$ cat src/sv/assert_macros.svh
// Assertion macros shared by the allocator RTL.
`ifndef ASSERT_MACROS_SVH
`define ASSERT_MACROS_SVH
`ifndef SYNTHESIS
// Clocked property on i_clk, switched off while i_rst_n is low.
`define ASSERT_CLK(lbl, prop, msg) \
    lbl: assert property (@(posedge i_clk) disable iff (!i_rst_n) prop) else $error(msg);
// A condition that must never be true at a clock edge.
`define ASSERT_NEVER(lbl, cond, msg) `ASSERT_CLK(lbl, !(cond), msg)
`else
`define ASSERT_CLK(lbl, prop, msg)
`define ASSERT_NEVER(lbl, cond, msg)
`endif
`endif

$ cat src/sv/mhfa_pkg.sv
// Shared constants and codes for the memory hole fit allocator.
`default_nettype none
package mhfa_pkg;

    // Default table geometry.
    localparam int HOLE_SLOTS_DEF = 16;
    localparam int SIZE_BITS_DEF  = 16;

    // Stream field widths.
    localparam int ACTION_W  = 1;
    localparam int SLOT_F_W  = 4;
    localparam int AMOUNT_W  = 16;
    localparam int GRANT_W   = 1;
    localparam int TDATA_W   = 24;

    // Configuration port geometry and register indexes.
    localparam int CFG_IDX_W  = 1;
    localparam int CFG_DATA_W = 5;
    localparam logic [CFG_IDX_W-1:0] CFG_FIT_POLICY = 1'd0;
    localparam logic [CFG_IDX_W-1:0] CFG_HOLE_COUNT = 1'd1;

    // Fit policy codes.
    localparam int POLICY_W = 2;
    localparam logic [POLICY_W-1:0] POLICY_FIRST = 2'd0;
    localparam logic [POLICY_W-1:0] POLICY_BEST  = 2'd1;
    localparam logic [POLICY_W-1:0] POLICY_WORST = 2'd2;

    // Hole count register.
    localparam int COUNT_REG_W = 5;
    localparam logic [COUNT_REG_W-1:0] HOLE_COUNT_RST = 5'd16;

    // Action codes.
    localparam logic [ACTION_W-1:0] ACT_LOAD  = 1'b0;
    localparam logic [ACTION_W-1:0] ACT_ALLOC = 1'b1;

endpackage
`default_nettype wire

$ cat src/sv/memory_hole_fit_allocator_core.sv
// Memory hole fit allocator: top level with scan sequencer and output register.
//
// Input stream (s_axis): one transaction per item. tuser carries the action
// (load a hole size or allocate), tdata carries the hole slot and the amount.
// Output stream (m_axis): one transaction per item. tuser carries the grant
// flag, tdata carries the chosen hole and the size left in it.
// Configuration: i_cfg_wr_en writes fit_policy (index 0) or hole_count
// (index 1) at the clock edge; write only while the block is idle.
// A load goes from acceptance to the write-back state and then into the output
// register. An allocate reads the hole memory one entry per cycle and compares
// the returned entries one at a time; the scan covers N entries, where N is
// hole_count limited to HOLE_SLOTS, through the registered memory read port.
// One item is in work at a time; the next one is accepted once
// its result sits in the output register.
// Reset clears the hole table (all sizes read as zero), sets fit_policy to
// first fit and hole_count to 16, and empties the output register.
// While the receiver stalls, a result waits in the output register; the
// next item may be accepted and worked on, and it then holds until the
// output register frees.
`default_nettype none
module memory_hole_fit_allocator_core #(
    parameter int HOLE_SLOTS = mhfa_pkg::HOLE_SLOTS_DEF,
    parameter int SIZE_BITS  = mhfa_pkg::SIZE_BITS_DEF
) (
    input  wire logic                              i_clk,
    input  wire logic                              i_rst_n,
    // Configuration write port.
    input  wire logic                              i_cfg_wr_en,
    input  wire logic [mhfa_pkg::CFG_IDX_W-1:0]    i_cfg_idx,
    input  wire logic [mhfa_pkg::CFG_DATA_W-1:0]   i_cfg_wdata,
    // Input stream.
    input  wire logic                              s_axis_tvalid,
    output logic                                   s_axis_tready,
    input  wire logic [mhfa_pkg::TDATA_W-1:0]      s_axis_tdata,  // [3:0] hole_slot, [19:4] amount
    input  wire logic [mhfa_pkg::ACTION_W-1:0]     s_axis_tuser,  // [0] action
    // Output stream.
    output logic                                   m_axis_tvalid,
    input  wire logic                              m_axis_tready,
    output logic      [mhfa_pkg::TDATA_W-1:0]      m_axis_tdata,  // [3:0] chosen_hole, [19:4] left_over
    output logic      [mhfa_pkg::GRANT_W-1:0]      m_axis_tuser   // [0] granted
);

    `include "assert_macros.svh"

    localparam int SLOT_W = (HOLE_SLOTS > 1) ? $clog2(HOLE_SLOTS) : 1;
    localparam int CNT_W  = $clog2(HOLE_SLOTS + 1);
    localparam int CMP_W  = (SIZE_BITS > mhfa_pkg::AMOUNT_W) ? SIZE_BITS : mhfa_pkg::AMOUNT_W;
    localparam logic [CMP_W-1:0] SIZE_MAX = CMP_W'((64'd1 << SIZE_BITS) - 64'd1);
    localparam int PAD_W  = mhfa_pkg::TDATA_W - mhfa_pkg::SLOT_F_W - mhfa_pkg::AMOUNT_W;

    typedef enum logic [1:0] {S_IDLE, S_SCAN, S_FIN} t_state;

    // Control state.
    t_state                              r_state;
    logic [mhfa_pkg::POLICY_W-1:0]       r_policy;
    logic [mhfa_pkg::COUNT_REG_W-1:0]    r_hole_count;
    logic                                r_out_valid;
    logic [CNT_W-1:0]                    r_rd_idx;
    logic                                r_cmp_vld;
    logic                                r_have;

    // Item and scan payload.
    logic                                r_is_alloc;
    logic [mhfa_pkg::SLOT_F_W-1:0]       r_slot;
    logic [mhfa_pkg::AMOUNT_W-1:0]       r_amount;
    logic [CNT_W-1:0]                    r_count;
    logic [SLOT_W-1:0]                   r_cmp_idx;
    logic [SLOT_W-1:0]                   r_pick;
    logic [SIZE_BITS-1:0]                r_pick_size;
    logic                                r_out_granted;
    logic [mhfa_pkg::SLOT_F_W-1:0]       r_out_hole;
    logic [mhfa_pkg::AMOUNT_W-1:0]       r_out_left;

    logic                                s_accept;
    logic [CNT_W-1:0]                    count_in;
    logic                                rd_en;
    logic [SIZE_BITS-1:0]                rd_data;
    logic [CMP_W-1:0]                    amt_w;
    logic [CMP_W-1:0]                    rd_w;
    logic [CMP_W-1:0]                    pick_w;
    logic [CMP_W-1:0]                    load_w;
    logic                                rd_fits;
    logic                                take;
    logic                                slot_ok;
    logic                                grant;
    logic                                fin_go;
    logic                                mem_wr;
    logic [SLOT_W-1:0]                   wr_addr;
    logic [SIZE_BITS-1:0]                wr_data;

    // Hole table.
    mhfa_hole_mem #(
        .DEPTH (HOLE_SLOTS),
        .WIDTH (SIZE_BITS)
    ) u_mem (
        .i_clk     (i_clk),
        .i_rst_n   (i_rst_n),
        .i_rd_en   (rd_en),
        .i_rd_addr (r_rd_idx[SLOT_W-1:0]),
        .o_rd_data (rd_data),
        .i_wr_en   (mem_wr),
        .i_wr_addr (wr_addr),
        .i_wr_data (wr_data)
    );

    // Configuration registers.
    always_ff @(posedge i_clk) begin
        if (!i_rst_n) begin
            r_policy     <= mhfa_pkg::POLICY_FIRST;
            r_hole_count <= mhfa_pkg::HOLE_COUNT_RST;
        end else if (i_cfg_wr_en) begin
            unique case (i_cfg_idx)
                mhfa_pkg::CFG_FIT_POLICY: begin
                    r_policy <= i_cfg_wdata[mhfa_pkg::POLICY_W-1:0];
                end
                mhfa_pkg::CFG_HOLE_COUNT: begin
                    r_hole_count <= i_cfg_wdata[mhfa_pkg::COUNT_REG_W-1:0];
                end
                default: begin
                end
            endcase
        end
    end

    // Entries in use, limited to the table depth.
    assign count_in = (32'(r_hole_count) > 32'(HOLE_SLOTS)) ? CNT_W'(HOLE_SLOTS)
                                                            : CNT_W'(r_hole_count);

    assign s_axis_tready = (r_state == S_IDLE);
    assign s_accept      = s_axis_tvalid && s_axis_tready;

    // Scan read issue: one entry per cycle until the count is reached.
    assign rd_en = (r_state == S_SCAN) && (r_rd_idx < r_count);

    // Compare the entry returned by the memory against the request and the pick.
    assign amt_w   = CMP_W'(r_amount);
    assign rd_w    = CMP_W'(rd_data);
    assign pick_w  = CMP_W'(r_pick_size);
    assign rd_fits = (rd_w >= amt_w);

    always_comb begin
        unique case (r_policy)
            mhfa_pkg::POLICY_FIRST: take = rd_fits && !r_have;
            mhfa_pkg::POLICY_BEST:  take = rd_fits && (!r_have || rd_w < pick_w);
            mhfa_pkg::POLICY_WORST: take = !r_have || rd_w > pick_w;
            default:                take = 1'b0;
        endcase
    end

    // Final decision and write-back.
    assign slot_ok = (32'(r_slot) < 32'(HOLE_SLOTS));
    assign load_w  = (amt_w > SIZE_MAX) ? SIZE_MAX : amt_w;
    assign grant   = r_is_alloc ? (r_have && ((r_policy != mhfa_pkg::POLICY_WORST)
                                              || (pick_w >= amt_w)))
                                : slot_ok;
    assign fin_go  = (r_state == S_FIN) && (!r_out_valid || m_axis_tready);
    assign mem_wr  = fin_go && grant;
    assign wr_addr = r_is_alloc ? r_pick : SLOT_W'(r_slot);
    assign wr_data = r_is_alloc ? SIZE_BITS'(pick_w - amt_w) : SIZE_BITS'(load_w);

    // Sequencer and output register.
    always_ff @(posedge i_clk) begin
        if (!i_rst_n) begin
            r_state     <= S_IDLE;
            r_out_valid <= 1'b0;
            r_rd_idx    <= '0;
            r_cmp_vld   <= 1'b0;
            r_have      <= 1'b0;
        end else begin
            if (r_out_valid && m_axis_tready && !fin_go) begin
                r_out_valid <= 1'b0;
            end
            unique case (r_state)
                S_IDLE: begin
                    if (s_accept) begin
                        r_is_alloc <= (s_axis_tuser == mhfa_pkg::ACT_ALLOC);
                        r_slot     <= s_axis_tdata[mhfa_pkg::SLOT_F_W-1:0];
                        r_amount   <= s_axis_tdata[mhfa_pkg::SLOT_F_W +: mhfa_pkg::AMOUNT_W];
                        r_count    <= count_in;
                        r_rd_idx   <= '0;
                        r_cmp_vld  <= 1'b0;
                        r_have     <= 1'b0;
                        r_state    <= (s_axis_tuser == mhfa_pkg::ACT_ALLOC) ? S_SCAN : S_FIN;
                    end
                end
                S_SCAN: begin
                    r_cmp_vld <= rd_en;
                    r_cmp_idx <= r_rd_idx[SLOT_W-1:0];
                    if (rd_en) begin
                        r_rd_idx <= r_rd_idx + CNT_W'(1);
                    end
                    if (r_cmp_vld && take) begin
                        r_have      <= 1'b1;
                        r_pick      <= r_cmp_idx;
                        r_pick_size <= rd_data;
                    end
                    if (!rd_en && !r_cmp_vld) begin
                        r_state <= S_FIN;
                    end
                end
                S_FIN: begin
                    if (fin_go) begin
                        r_out_valid   <= 1'b1;
                        r_out_granted <= grant;
                        r_out_hole    <= grant ? (r_is_alloc ? mhfa_pkg::SLOT_F_W'(r_pick)
                                                             : r_slot)
                                               : '0;
                        r_out_left    <= grant ? mhfa_pkg::AMOUNT_W'(wr_data) : '0;
                        r_state       <= S_IDLE;
                    end
                end
                default: begin
                    r_state <= S_IDLE;
                end
            endcase
        end
    end

    assign m_axis_tvalid = r_out_valid;
    assign m_axis_tuser  = r_out_granted;
    assign m_axis_tdata  = {{PAD_W{1'b0}}, r_out_left, r_out_hole};

    // The scan index never runs past the entries in use.
    `ASSERT_CLK(a_scan_bound, (r_state == S_SCAN) |-> (r_rd_idx <= r_count),
                "scan index overran the hole count")
    // A granted allocate always names an entry inside the scanned range.
    `ASSERT_NEVER(a_pick_range,
                  fin_go && r_is_alloc && grant && (CNT_W'(r_pick) >= r_count),
                  "granted hole lies outside the entries in use")
    // An accepted load goes straight to the write-back step.
    `ASSERT_CLK(a_load_path, (s_accept && (s_axis_tuser == mhfa_pkg::ACT_LOAD))
                |=> (r_state == S_FIN), "load did not go to write-back")
    // The memory is written only when a result is delivered to the output register.
    `ASSERT_CLK(a_wr_result, mem_wr |=> (r_out_valid && r_out_granted),
                "table written without a granted result")

endmodule
`default_nettype wire

$ cat src/sv/mhfa_hole_mem.sv
// Hole size memory with registered read and per-entry written flags.
`default_nettype none
module mhfa_hole_mem #(
    parameter int DEPTH = mhfa_pkg::HOLE_SLOTS_DEF,
    parameter int WIDTH = mhfa_pkg::SIZE_BITS_DEF,
    localparam int AW = (DEPTH > 1) ? $clog2(DEPTH) : 1
) (
    input  wire logic             i_clk,
    input  wire logic             i_rst_n,
    input  wire logic             i_rd_en,
    input  wire logic [AW-1:0]    i_rd_addr,
    output logic      [WIDTH-1:0] o_rd_data,
    input  wire logic             i_wr_en,
    input  wire logic [AW-1:0]    i_wr_addr,
    input  wire logic [WIDTH-1:0] i_wr_data
);

    logic [WIDTH-1:0] r_mem [DEPTH];
    logic [DEPTH-1:0] r_vld;
    logic [WIDTH-1:0] r_rd_data;
    logic             r_rd_vld;

    // Written flags: an entry never written since reset reads as zero.
    always_ff @(posedge i_clk) begin
        if (!i_rst_n) begin
            r_vld <= '0;
        end else if (i_wr_en) begin
            r_vld[i_wr_addr] <= 1'b1;
        end
    end

    // Storage array with one write and one registered read port.
    always_ff @(posedge i_clk) begin
        if (i_wr_en) begin
            r_mem[i_wr_addr] <= i_wr_data;
        end
        if (i_rd_en) begin
            r_rd_data <= r_mem[i_rd_addr];
            r_rd_vld  <= r_vld[i_rd_addr];
        end
    end

    assign o_rd_data = r_rd_vld ? r_rd_data : '0;

endmodule
`default_nettype wire

$ cat config.mk
export PLATFORM = sky130hd
export DESIGN_NAME = memory_hole_fit_allocator_core
export DESIGN_NICKNAME = d
export VERILOG_FILES = /design/src/sv/mhfa_pkg.sv /design/src/sv/memory_hole_fit_allocator_core.sv /design/src/sv/mhfa_hole_mem.sv
export VERILOG_INCLUDE_DIRS = /design/src /design/src/sv
export SDC_FILE = /design/constraint.sdc
export NUM_CORES = 1
export LEC_CHECK = 0
export BUFFER_PORTS_ARGS = -buffer_cell sky130_fd_sc_hd__buf_2
export CAP_MARGIN = 10
export CELL_PAD_IN_SITES_DETAIL_PLACEMENT = 0
export CELL_PAD_IN_SITES_GLOBAL_PLACEMENT = 1
export CORE_MARGIN = 5
export CORE_UTILIZATION = 24
export CTS_CLUSTER_DIAMETER = 120
export DETAILED_ROUTE_END_ITERATION = 10
export PLACE_DENSITY_LB_ADDON = 0.1
export SLEW_MARGIN = 20
export SYNTH_ARGS = -nofsm -noshare
export SYNTH_HDL_FRONTEND = slang
export SYNTH_SLANG_ARGS = --single-unit
$ cat constraint.sdc
create_clock -name i_clk -period 5.4 [get_ports i_clk]
set_clock_uncertainty 0.1 [all_clocks]
set_input_delay 0.54 -clock i_clk [delete_from_list [all_inputs] [get_ports i_clk]]
set_output_delay 0.54 -clock i_clk [all_outputs]
set_load 0.02 [all_outputs]
==> reports/results.txt <==
outcome - completed
number of buffers on the longest clock path - 3
element type at the critical path start - flop
weighted congestion reported at the end of routability-driven placement - 0.700
Top Metal Used - met4
final setup violation count - 0
final critical-path required period - 3.81 ns
wire length on met1 - 20,800 um
routed wire length - 44,600 um
Placed Cells incl. Taps - 1,909
sum of net half-perimeters after detailed placement - 27,800 um
nets@finish - 1,181
type of the worst min-delay path - in2reg
number of max-capacitance violations reported - 0
worst-case register-to-register setup slack - 1.59 ns
non-filler cells in the finished layout - 2,000
worst-case hold slack - 0.0524 ns
area inside the core boundary - 0.0673 mm^2
summed instance area of the synthesized netlist - 0.0163 mm^2
Setup Total Neg Slack - 0 ns
Util after Layout - 28.9%
max-slew violations - 0
Storage cell area - 0.0110 mm^2
standard-cell row count - 95
Remaining DRCs - 0
fraction of synthesized cell area taken by the top area cell type - 63.3%
Vert. Die Dim - 271 um
worst endpoint data arrival time - 3.89 ns
Filler cells - 6,721
die outline area - 0.0733 mm^2
internal power - 5240 uW
Antenna Nets Post-Route - 0
relative contribution of sequential cells to total power - 48.4%
warning count from the yosys run - 0
sort of element at the end of the critical path - flop
Worst Max-Slew Pin Slew - 1.05 ns
Syn-to-layout area delta - 19.2%
crit share post-route - 70.6%
hold violation count in the final report - 0
Max Freq - 0.262 GHz
number of instances in the synthesized netlist - 996
number of placed I/O pins - 63
clock slew at reported path FFs - 0.06 ns
NetSw - 1550 uW
average wire per standard cell - 22.3 um
pin count of the biggest net entering global routing - 47
total global-route track usage - 12.1%
relative slew slack - 29.8%
Post-CTS Setup Repair Bufs - 0
Remaining Overflow, GRT - 0
start-to-end type of the worst setup path - reg2reg
P per Cell Area - 349 mW/mm^2
number of sinks handled by clock tree synthesis - 377
share of synthesized area occupied by flip-flops and latches - 67.3%
amount of wire on met3 after detailed routing - 1500 um
via count of the first global-routing pass - 9,418
setup repair after global routing missed its margin - false
post-cts gate resize count - 0
clock tree from TritonCTS - yes
switch share - 22.9%
number of antenna violations at the first check in global routing - 0
ranking of synthesized cells by area - edfxtp_1 63%, mux4_2 12%, dfxtp_1 4.0%
register bit count reported by yosys - 377
library cells used by synthesis - 67
area of the multi-input gates - 0.00503 mm^2
count of buffers from port buffering - 54
pre-CTS WS - 1.44 ns
WP data required - 5.48 ns
part of the total power dissipated in combinational logic - 6.3%
number of flops mapped to enable cells by yosys - 344
DRC marker count from the first detailed-route iteration - 588
Final WS setup - 1.59 ns
via count of the routed design - 9,044
Vias per Instance - 4.52
async set or reset register ratio after synthesis - 0%
Leak - 0.00650 uW
wire length of the first global-routing pass - 66,000 um
first-pass iteration count of the detailed router - 4
cell taking the most area after synthesis - edfxtp_1
horizontal die dimension - 271 um
maximum VDD drop - 214 uV
layout cells sized above 1 - 24.1%
maximum fanout along the worst path - 20
leading register cell type out of synthesis - edfxtp_1
insertion delay of the later-clocked pin in the worst-skew pair - 0.60 ns
length of routed met2 wiring - 21,200 um
Num CTS Buffers - 46
H-tree depth - 2
initial standard-cell utilization of the core - 24.3%
Post-Syn Area per Cell - 16.4 um^2
library cell used as clock root buffer - clkbuf_16
part of the power in the clock network - 45.3%
==> final cells by class <==
cell class | instances | area share, %
Antenna cell | 2 | 0.0257
Clock buffer | 58 | 6.20
Clock inverter | 22 | 1.48
Inverter | 52 | 1.00
Multi-Input combinational cell | 516 | 25.8
Sequential cell | 377 | 56.5
Tap cell | 873 | 5.61
Timing Repair Buffer | 100 | 3.34
==> power groups by stage <==
stage                     Combinational (uW)  Sequential [uW]  Clock [uW]
after floorplan                          273             3340           0
after global placement                   432             3350           0
after detailed placement                 434             3350           0
after CTS                                440             3290        3200
after global routing                     475             3290        3320
final                                    428             3290        3080
==> worst max-delay path, stage by stage (launching register included) <==
cell      delay (ns)
edfxtp_1        0.57
and2_1          0.27
ha_1            0.33
nand4_1         0.18
or2_2           0.34
a221oi_1        0.29
o31ai_1         0.15
a21oi_1         0.28
or3_1           0.85
==> layout by cell type (no fill, tap or decap), types with 5 or more instances in the layout <==
master / netlist / final
mux2i_1: 9 / 9
o21ai_0: 22 / 21
nand3_1: 24 / 24
nand2_1: 55 / 55
and3_1: 7 / 7
buf_2: 13 / 54
buf_4: 4 / 36
edfxtp_1: 344 / 344
mux4_2: 85 / 85
a21oi_1: 38 / 38
o21a_1: 8 / 8
nand2b_1: 11 / 11
nor4_2: 0 / 16
nand3b_1: 5 / 5
a21o_1: 10 / 10
clkinv_1: 0 / 5
o31ai_1: 10 / 9
a31oi_1: 6 / 5
clkinv_2: 0 / 7
inv_1: 52 / 52
a21boi_0: 16 / 16
ha_1: 51 / 51
dfxtp_1: 33 / 30
and2_1: 18 / 18
bufinv_16: 0 / 5
nor2b_1: 9 / 9
nor2_1: 23 / 23
o41ai_1: 9 / 9
or3_1: 9 / 9
dlygate4sd3_1: 0 / 9
nand4_1: 7 / 7
clkbuf_1: 31 / 11
clkbuf_16: 0 / 46
==> flip-flops by register name (all words and copies together), names as in the netlist, 2 cells and up <==
signal	flops
r_slot	4
r_state	2
r_rd_idx	5
u_mem.r_mem	256
r_out_hole	4
amt_w	16
u_mem.r_rd_data	16
u_mem.r_vld	16
r_hole_count	5
pick_w	16
r_count	5
r_policy	2
r_out_left	16
r_pick	4
r_cmp_idx	4
==> layer usage <==
| layer | up-vias | GRT usage, % |
|---|---|---|
| met1 | 4668 | 16.6 |
| met5 | - | 0 |
| met4 | 0 | 3.45 |
| li1 | 4172 | - |
| met2 | 141 | 19.9 |
| met3 | 63 | 1.88 |
==> final timing paths <==
path | startpoint | endpoint | depth (start not counted)
setup / recovery | u_mem.r_rd_vld$_DFFE_PP_ | pick_w[8]$_DFFE_PP_ | 8
hold / removal | s_axis_tdata[4] | amt_w[0]$_DFFE_PP_ | 1
setup reg to reg | u_mem.r_rd_vld$_DFFE_PP_ | pick_w[8]$_DFFE_PP_ | 8
hold reg to reg | r_cmp_idx[3]$_DFFE_PP_ | r_pick[3]$_DFFE_PP_ | 0
==> metrics by stage <==
step | power [uW] | area, um^2
2_1_floorplan | 3610 | 16300
3_5_place_dp | 3790 | 17900
5_1_grt | 7090 | 19500
6_report | 6800 | 19500
3_3_place_gp | 3780 | 17900
4_1_cts | 6940 | 19500
==> Yosys cell counts, types with 5 or more instances <==
| library cell | number |
|---|---|
| a21boi_0 | 16 |
| a21o_1 | 10 |
| a21oi_1 | 38 |
| a31oi_1 | 6 |
| and2_1 | 18 |
| and3_1 | 7 |
| buf_2 | 13 |
| clkbuf_1 | 31 |
| dfxtp_1 | 33 |
| edfxtp_1 | 344 |
| ha_1 | 51 |
| inv_1 | 52 |
| mux2i_1 | 9 |
| mux4_2 | 85 |
| nand2_1 | 55 |
| nand2b_1 | 11 |
| nand3_1 | 24 |
| nand3b_1 | 5 |
| nand4_1 | 7 |
| nor2_1 | 23 |
| nor2b_1 | 9 |
| nor4_1 | 18 |
| o21a_1 | 8 |
| o21ai_0 | 22 |
| o31ai_1 | 10 |
| o41ai_1 | 9 |
| or3_1 | 9 |
==> cells by family (layout without fill, tap and decap cells) <==
kind of cell	after synthesis	after routing	synth area share [%]
AOI/OAI and AO/OA	156	156	6.66
DFF	377	377	67.3
adders and majority gates	52	52	4.03
muxes	96	96	12.4
other	1	6	0.0230
xor gates and xnor gates	6	6	0.322
and+or+nand+nor	202	202	6.55
buffers and inverters	106	232	2.68
==> repair_timing <==
item / 4_1_cts / 5_1_grt
setup endpoints to repair: 0 / 0
endpoints found under the hold margin: 9 / 0
hold buffers: 9 / 0
Power figures use the tool's default switching activity.
